### config.mk
export PLATFORM = sky130hd
export DESIGN_NAME = ctb_ctrl
export DESIGN_NICKNAME = d
export VERILOG_FILES = /design/src/sv/ctb_pkg.sv /design/src/sv/ctb_ctrl.sv
export SDC_FILE = /design/constraint.sdc
export NUM_CORES = 1
export LEC_CHECK = 0
export BUFFER_PORTS_ARGS = -buffer_cell sky130_fd_sc_hd__clkbuf_2
export CAP_MARGIN = 15
export CELL_PAD_IN_SITES_DETAIL_PLACEMENT = 0
export CELL_PAD_IN_SITES_GLOBAL_PLACEMENT = 1
export CORE_MARGIN = 3
export CORE_UTILIZATION = 31
export DETAILED_ROUTE_END_ITERATION = 8
export GPL_TIMING_DRIVEN = 1
export PLACE_DENSITY = 0.84
export SLEW_MARGIN = 20
export SYNTH_ARGS = -nofsm -noshare
export SYNTH_HDL_FRONTEND = slang
export SYNTH_SLANG_ARGS = --single-unit
### constraint.sdc
create_clock -name aclk -period 1.59 [get_ports aclk]
set_input_delay 0.3975 -clock aclk [delete_from_list [all_inputs] [get_ports aclk]]
set_output_delay 0.3975 -clock aclk [all_outputs]
set_load 0.01 [all_outputs]
### src/sv/ctb_pkg.sv
// ----------------------------------------------------------------------------
// ctb_pkg - shared types and constants for the Cartesian tree builder
// Holds the field widths, the request kinds, the controller state and
// command codes, and the status bundle passed from datapath to controller.
// ----------------------------------------------------------------------------
package ctb_pkg;

    localparam int MAX_NODES_DEF  = 256;
    localparam int VALUE_BITS_DEF = 32;
    localparam int LINK_BITS      = 9;
    localparam int POS_BITS       = 8;
    localparam int KIND_BITS      = 2;

    typedef enum logic [KIND_BITS-1:0] {
        KIND_APPEND = 2'd0,
        KIND_READ   = 2'd1,
        KIND_QUERY  = 2'd2,
        KIND_NONE   = 2'd3
    } kind_t;

    typedef enum logic [3:0] {
        ST_IDLE,
        ST_DECODE,
        ST_STK_RD,
        ST_TOP_RD,
        ST_CMP,
        ST_RIGHT_RD,
        ST_WR1,
        ST_WR2,
        ST_RES_APP,
        ST_Q_RD,
        ST_Q_CMP,
        ST_NODE_RD,
        ST_RES_NODE,
        ST_RES_FAIL
    } state_t;

    typedef enum logic [4:0] {
        OP_NONE,
        OP_LATCH,
        OP_APP_START,
        OP_READ_START,
        OP_QUERY_START,
        OP_STK_RD,
        OP_TOP_RD,
        OP_POP,
        OP_KEEP,
        OP_RIGHT_RD,
        OP_WR1,
        OP_WR2,
        OP_Q_RD,
        OP_Q_CMP,
        OP_NODE_RD,
        OP_RES_APP,
        OP_RES_NODE,
        OP_RES_FAIL
    } op_t;

    typedef struct packed {
        op_t op;
    } cmd_t;

    typedef struct packed {
        kind_t kind;
        logic  app_full;
        logic  depth_zero;
        logic  depth_one;
        logic  read_ok;
        logic  range_ok;
        logic  keeps;
        logic  k_last;
        logic  out_free;
    } status_t;

endpackage

### src/sv/ctb_ctrl.sv
// ----------------------------------------------------------------------------
// ctb_ctrl - sequencing state machine
// Steps each request through its memory reads and writes and hands the
// datapath one command per cycle.
// ----------------------------------------------------------------------------
module ctb_ctrl (
    input  logic             aclk,
    input  logic             aresetn,
    input  logic             s_tvalid,
    output logic             s_tready,
    input  ctb_pkg::status_t status,
    output ctb_pkg::cmd_t    cmd
);

    ctb_pkg::state_t state_reg, state_next;

    always_ff @(posedge aclk) begin
        if (!aresetn) begin
            state_reg <= ctb_pkg::ST_IDLE;
        end else begin
            state_reg <= state_next;
        end
    end

    always_comb begin
        state_next = state_reg;
        cmd.op     = ctb_pkg::OP_NONE;
        s_tready   = 1'b0;
        unique case (state_reg)
            ctb_pkg::ST_IDLE: begin
                s_tready = 1'b1;
                if (s_tvalid) begin
                    cmd.op     = ctb_pkg::OP_LATCH;
                    state_next = ctb_pkg::ST_DECODE;
                end
            end
            ctb_pkg::ST_DECODE: begin
                unique case (status.kind)
                    ctb_pkg::KIND_APPEND: begin
                        cmd.op = ctb_pkg::OP_APP_START;
                        if (status.app_full) begin
                            state_next = ctb_pkg::ST_RES_FAIL;
                        end else if (status.depth_zero) begin
                            state_next = ctb_pkg::ST_WR1;
                        end else begin
                            state_next = ctb_pkg::ST_STK_RD;
                        end
                    end
                    ctb_pkg::KIND_READ: begin
                        if (status.read_ok) begin
                            cmd.op     = ctb_pkg::OP_READ_START;
                            state_next = ctb_pkg::ST_NODE_RD;
                        end else begin
                            state_next = ctb_pkg::ST_RES_FAIL;
                        end
                    end
                    ctb_pkg::KIND_QUERY: begin
                        if (status.range_ok) begin
                            cmd.op     = ctb_pkg::OP_QUERY_START;
                            state_next = ctb_pkg::ST_Q_RD;
                        end else begin
                            state_next = ctb_pkg::ST_RES_FAIL;
                        end
                    end
                    default: begin
                        state_next = ctb_pkg::ST_RES_FAIL;
                    end
                endcase
            end
            ctb_pkg::ST_STK_RD: begin
                cmd.op     = ctb_pkg::OP_STK_RD;
                state_next = ctb_pkg::ST_TOP_RD;
            end
            ctb_pkg::ST_TOP_RD: begin
                cmd.op     = ctb_pkg::OP_TOP_RD;
                state_next = ctb_pkg::ST_CMP;
            end
            ctb_pkg::ST_CMP: begin
                if (status.keeps) begin
                    cmd.op     = ctb_pkg::OP_KEEP;
                    state_next = ctb_pkg::ST_RIGHT_RD;
                end else begin
                    cmd.op     = ctb_pkg::OP_POP;
                    state_next = status.depth_one ? ctb_pkg::ST_WR1 : ctb_pkg::ST_STK_RD;
                end
            end
            ctb_pkg::ST_RIGHT_RD: begin
                cmd.op     = ctb_pkg::OP_RIGHT_RD;
                state_next = ctb_pkg::ST_WR1;
            end
            ctb_pkg::ST_WR1: begin
                cmd.op     = ctb_pkg::OP_WR1;
                state_next = ctb_pkg::ST_WR2;
            end
            ctb_pkg::ST_WR2: begin
                cmd.op     = ctb_pkg::OP_WR2;
                state_next = ctb_pkg::ST_RES_APP;
            end
            ctb_pkg::ST_RES_APP: begin
                if (status.out_free) begin
                    cmd.op     = ctb_pkg::OP_RES_APP;
                    state_next = ctb_pkg::ST_IDLE;
                end
            end
            ctb_pkg::ST_Q_RD: begin
                cmd.op     = ctb_pkg::OP_Q_RD;
                state_next = ctb_pkg::ST_Q_CMP;
            end
            ctb_pkg::ST_Q_CMP: begin
                cmd.op     = ctb_pkg::OP_Q_CMP;
                state_next = status.k_last ? ctb_pkg::ST_NODE_RD : ctb_pkg::ST_Q_RD;
            end
            ctb_pkg::ST_NODE_RD: begin
                cmd.op     = ctb_pkg::OP_NODE_RD;
                state_next = ctb_pkg::ST_RES_NODE;
            end
            ctb_pkg::ST_RES_NODE: begin
                if (status.out_free) begin
                    cmd.op     = ctb_pkg::OP_RES_NODE;
                    state_next = ctb_pkg::ST_IDLE;
                end
            end
            ctb_pkg::ST_RES_FAIL: begin
                if (status.out_free) begin
                    cmd.op     = ctb_pkg::OP_RES_FAIL;
                    state_next = ctb_pkg::ST_IDLE;
                end
            end
            default: begin
                state_next = ctb_pkg::ST_IDLE;
            end
        endcase
    end

endmodule

==> results.md <==
* Status: finished, violations left
* Failing checks: setup timing
* DR DRC count at 0
* Post-synth EDFFs at 0
* Share of cells above drive strength 1 at 54.2%
* Initial Utilization at 34.8%
* Post-synth cell types at 33
* Sequential fraction of the synthesis area at 12.6%
* Crit path kind: flop to output pin
* Max-Cap Viols at 0
* Initial antenna violation count at 0
* CP Max Fanout at 4
* Clock power share at 6.7%
* Min Hold Slack at 0.426 ns
* Slowest CP cell: dfxtp_4
* Area of the multi-input gates at 559 sq um
* Setup Viol. Count Final at 5
* Combinational share of power at 78.2%
* Critical path arrival at ~1.5 ns
* Most frequent cells in the layout: 24 x buf_4, 11 x clkbuf_2, 8 x nor2_1
* Initial DRT Pass Iterations at 4
* Core area at about 0.0018 sq mm
* Final hold violations at 0
* Crit start category: flop
* Area delta synth->final at 69.0%
* Post-Syn Instances at 88
* Via count at 800
* Internal at 1.08 mW
* Post-Route WL at between 1.5 and 2 mm
* Post-DP Area at about 900 sq um
* Sw Ratio at 43.0%
* Slew headroom at 81.2%
* Primary FF master, synth: dfxtp_1
* CP delay by family, top: buffers and inverters
* Post-route cell area at 0.00107 sq mm
* Deepest clock path buffer count at 2
* First-pass GRT wire length at 3.06 mm
* Register bit total from synthesis at 4
* Hold buffers post-CTS at 0
* IO buf count at 18
* Most common cell after layout, fill and taps aside: buf_4
* DIE WIDTH at 51.2 microns
* Maximum vdd drop at 0.661 mV
* Number of global-route vias before repair at 737
* Iter 0 DRT Violations at 9
* Worst slew pin tran at around 0.28 ns
* Clock sinks at 4
* Setup WS post-layout at -0.255 ns
* Io pins at 19
* Mapped Nets at 105
* Sw Pwr at 0.811 mW
* Clock root cell: clkbuf_4
* Largest net degree at the start of global routing at 13
* Num CTS Buffers at 3
* Crit path cell chain: buf_6, buf_4, a21oi_1, nor2_1, a211o_1, buf_2
* Detail Placement HPWL at between 1 and 1.5 mm
* Clk Latency, worst-skew pair at 0.24 ns
* GRT Resource Usage Total at 15.3%
* Final Skew at 0.00937 ns
* Req. time, crit path at between 1 and 1.5 ns
* Tcrit/Tclk final at 116%
* Vias per Instance at 5.13
* Post-layout nets at 150
* Fraction of registers with async set/reset at 0%
* Worst Path Buf+Inv at 3
* Row Count at 15
* Critical path's largest stage delay at about 0.35 ns
* Clk pin slew, worst setup/hold paths at 0.04 ns
* Power, Total at 1.89 mW
* Top-area cell type share of the netlist area at 12.6%
* Peak Freq at 0.542 GHz
* Pins Over Slew Limit at 0
* CTS tree: yes
* Routed len/inst at about 12 microns
* Worst setup EP type: output pin
* Top post-synthesis cells by area: dfxtp_1 13%, ha_1 7.9%, nand2b_1 6.9%
* Synthesized cell area at 633 sq um
* RSZ-0062 raised after global routing: yes
* H-tree levels at 1
* Sequential power share at 15.1%
* Max reg flops at 4
* DIE AREA at around 0.0026 sq mm
* GP Congestion at 0.809
* PD cells at 1770 mW/mm^2
* Post-route ant nets at 0
* P_leak at 0.484 nW
* Yosys warns at 0
* Yosys top cell by area: dfxtp_1
* Hold WC Path Type: input pin to flop
* Storage cell area at 95.1 sq um
* Mean Syn Cell Area at 7.19 sq um
* N_diodes at 0
* Layout fillers at between 150 and 200
* Global route overflow at 0
* Minimum clock period at between 1.5 and 2 ns
* Die Span Y at slightly above 50 microns
-- cell families (layout without fill, tap and decap cells) --
group | after synthesis | in the layout | synth area share, %
and+or+nand+nor | 41 | 41 | 35.8
AOI/OAI and AO/OA | 26 | 26 | 31.2
buffers and inverters | 13 | 56 | 12.4
adders and majority gates | 4 | 4 | 7.91
DFF | 4 | 4 | 12.6
-- path summary, 6_finish.rpt --
path,cells past startpoint,start,endpoint,slack (ns)
max reg2reg,6,state_reg[2],state_reg[0],0.17
max,6,state_reg[2],cmd[1],-0.26
min,2,aresetn,state_reg[1],0.43
min reg2reg,1,state_reg[0],state_reg[0],0.60
-- metal layers --
layer / routed length, microns / up-vias / share of wire, % / global-route usage [%]
met2: 997 / 27 / 51 / 26.8
li1: - / 411 / - / -
met4: 5 / 0 / 0.26 / 6.73
met5: 0 / - / 0 / 0
met1: 841 / 360 / 43 / 18.8
met3: 102 / 2 / 5.2 / 1.17
-- metrics by stage --
step / setup TNS (ns) / util [%] / cells / setup slack (ns)
2_1_floorplan: -0.0179 / - / 88 / -0.0179
3_3_place_gp: -0.796 / 49.3 / 150 / -0.274
3_5_place_dp: -0.929 / 49.3 / 150 / -0.311
4_1_cts: -0.770 / 53.1 / 153 / -0.282
5_1_grt: -1.01 / 58.8 / 156 / -0.327
6_report: -0.726 / 58.8 / 156 / -0.255
-- synthesized netlist by cell type, types with 2 or more instances --
cell type and number:
o32ai_1 2, o21ai_0 3, inv_1 6, nor2_1 8, nor3_1 4, nand2b_1 7
ha_1 4, buf_6 3, buf_2 3, nor2b_1 4, dfxtp_1 4, nand3_1 4
nand2_1 7, a211o_1 2, o22ai_1 2, nand4_1 2, a21oi_1 7
-- cell type report --
cell class,instances,share of cell area [%]
multi-input cells,71,52.3
repair buffers,47,31.7
flip-flops and latches,4,8.89
well taps,25,2.92
clock buffers,3,2.11
inverters,6,2.11
-- power by group through the flow --
stage / Clock (mW) / Combinational (mW) / Sequential, mW
5_1_grt: 0.140 / 1.59 / 0.296
3_5_place_dp: 0 / 1.28 / 0.231
2_1_floorplan: 0 / 0.837 / 0.182
3_3_place_gp: 0 / 1.27 / 0.228
4_1_cts: 0.127 / 1.35 / 0.268
6_report: 0.126 / 1.48 / 0.285
-- what timing repair did --
| action | in CTS | in global routing |
|---|---|---|
| resized for setup | 12 | 28 |
| buffers inserted | 0 | 3 |
| setup endpoints to repair | 6 | 6 |
| pin swaps | 3 | 10 |
No activity file was read; power rests on OpenSTA's default activity.
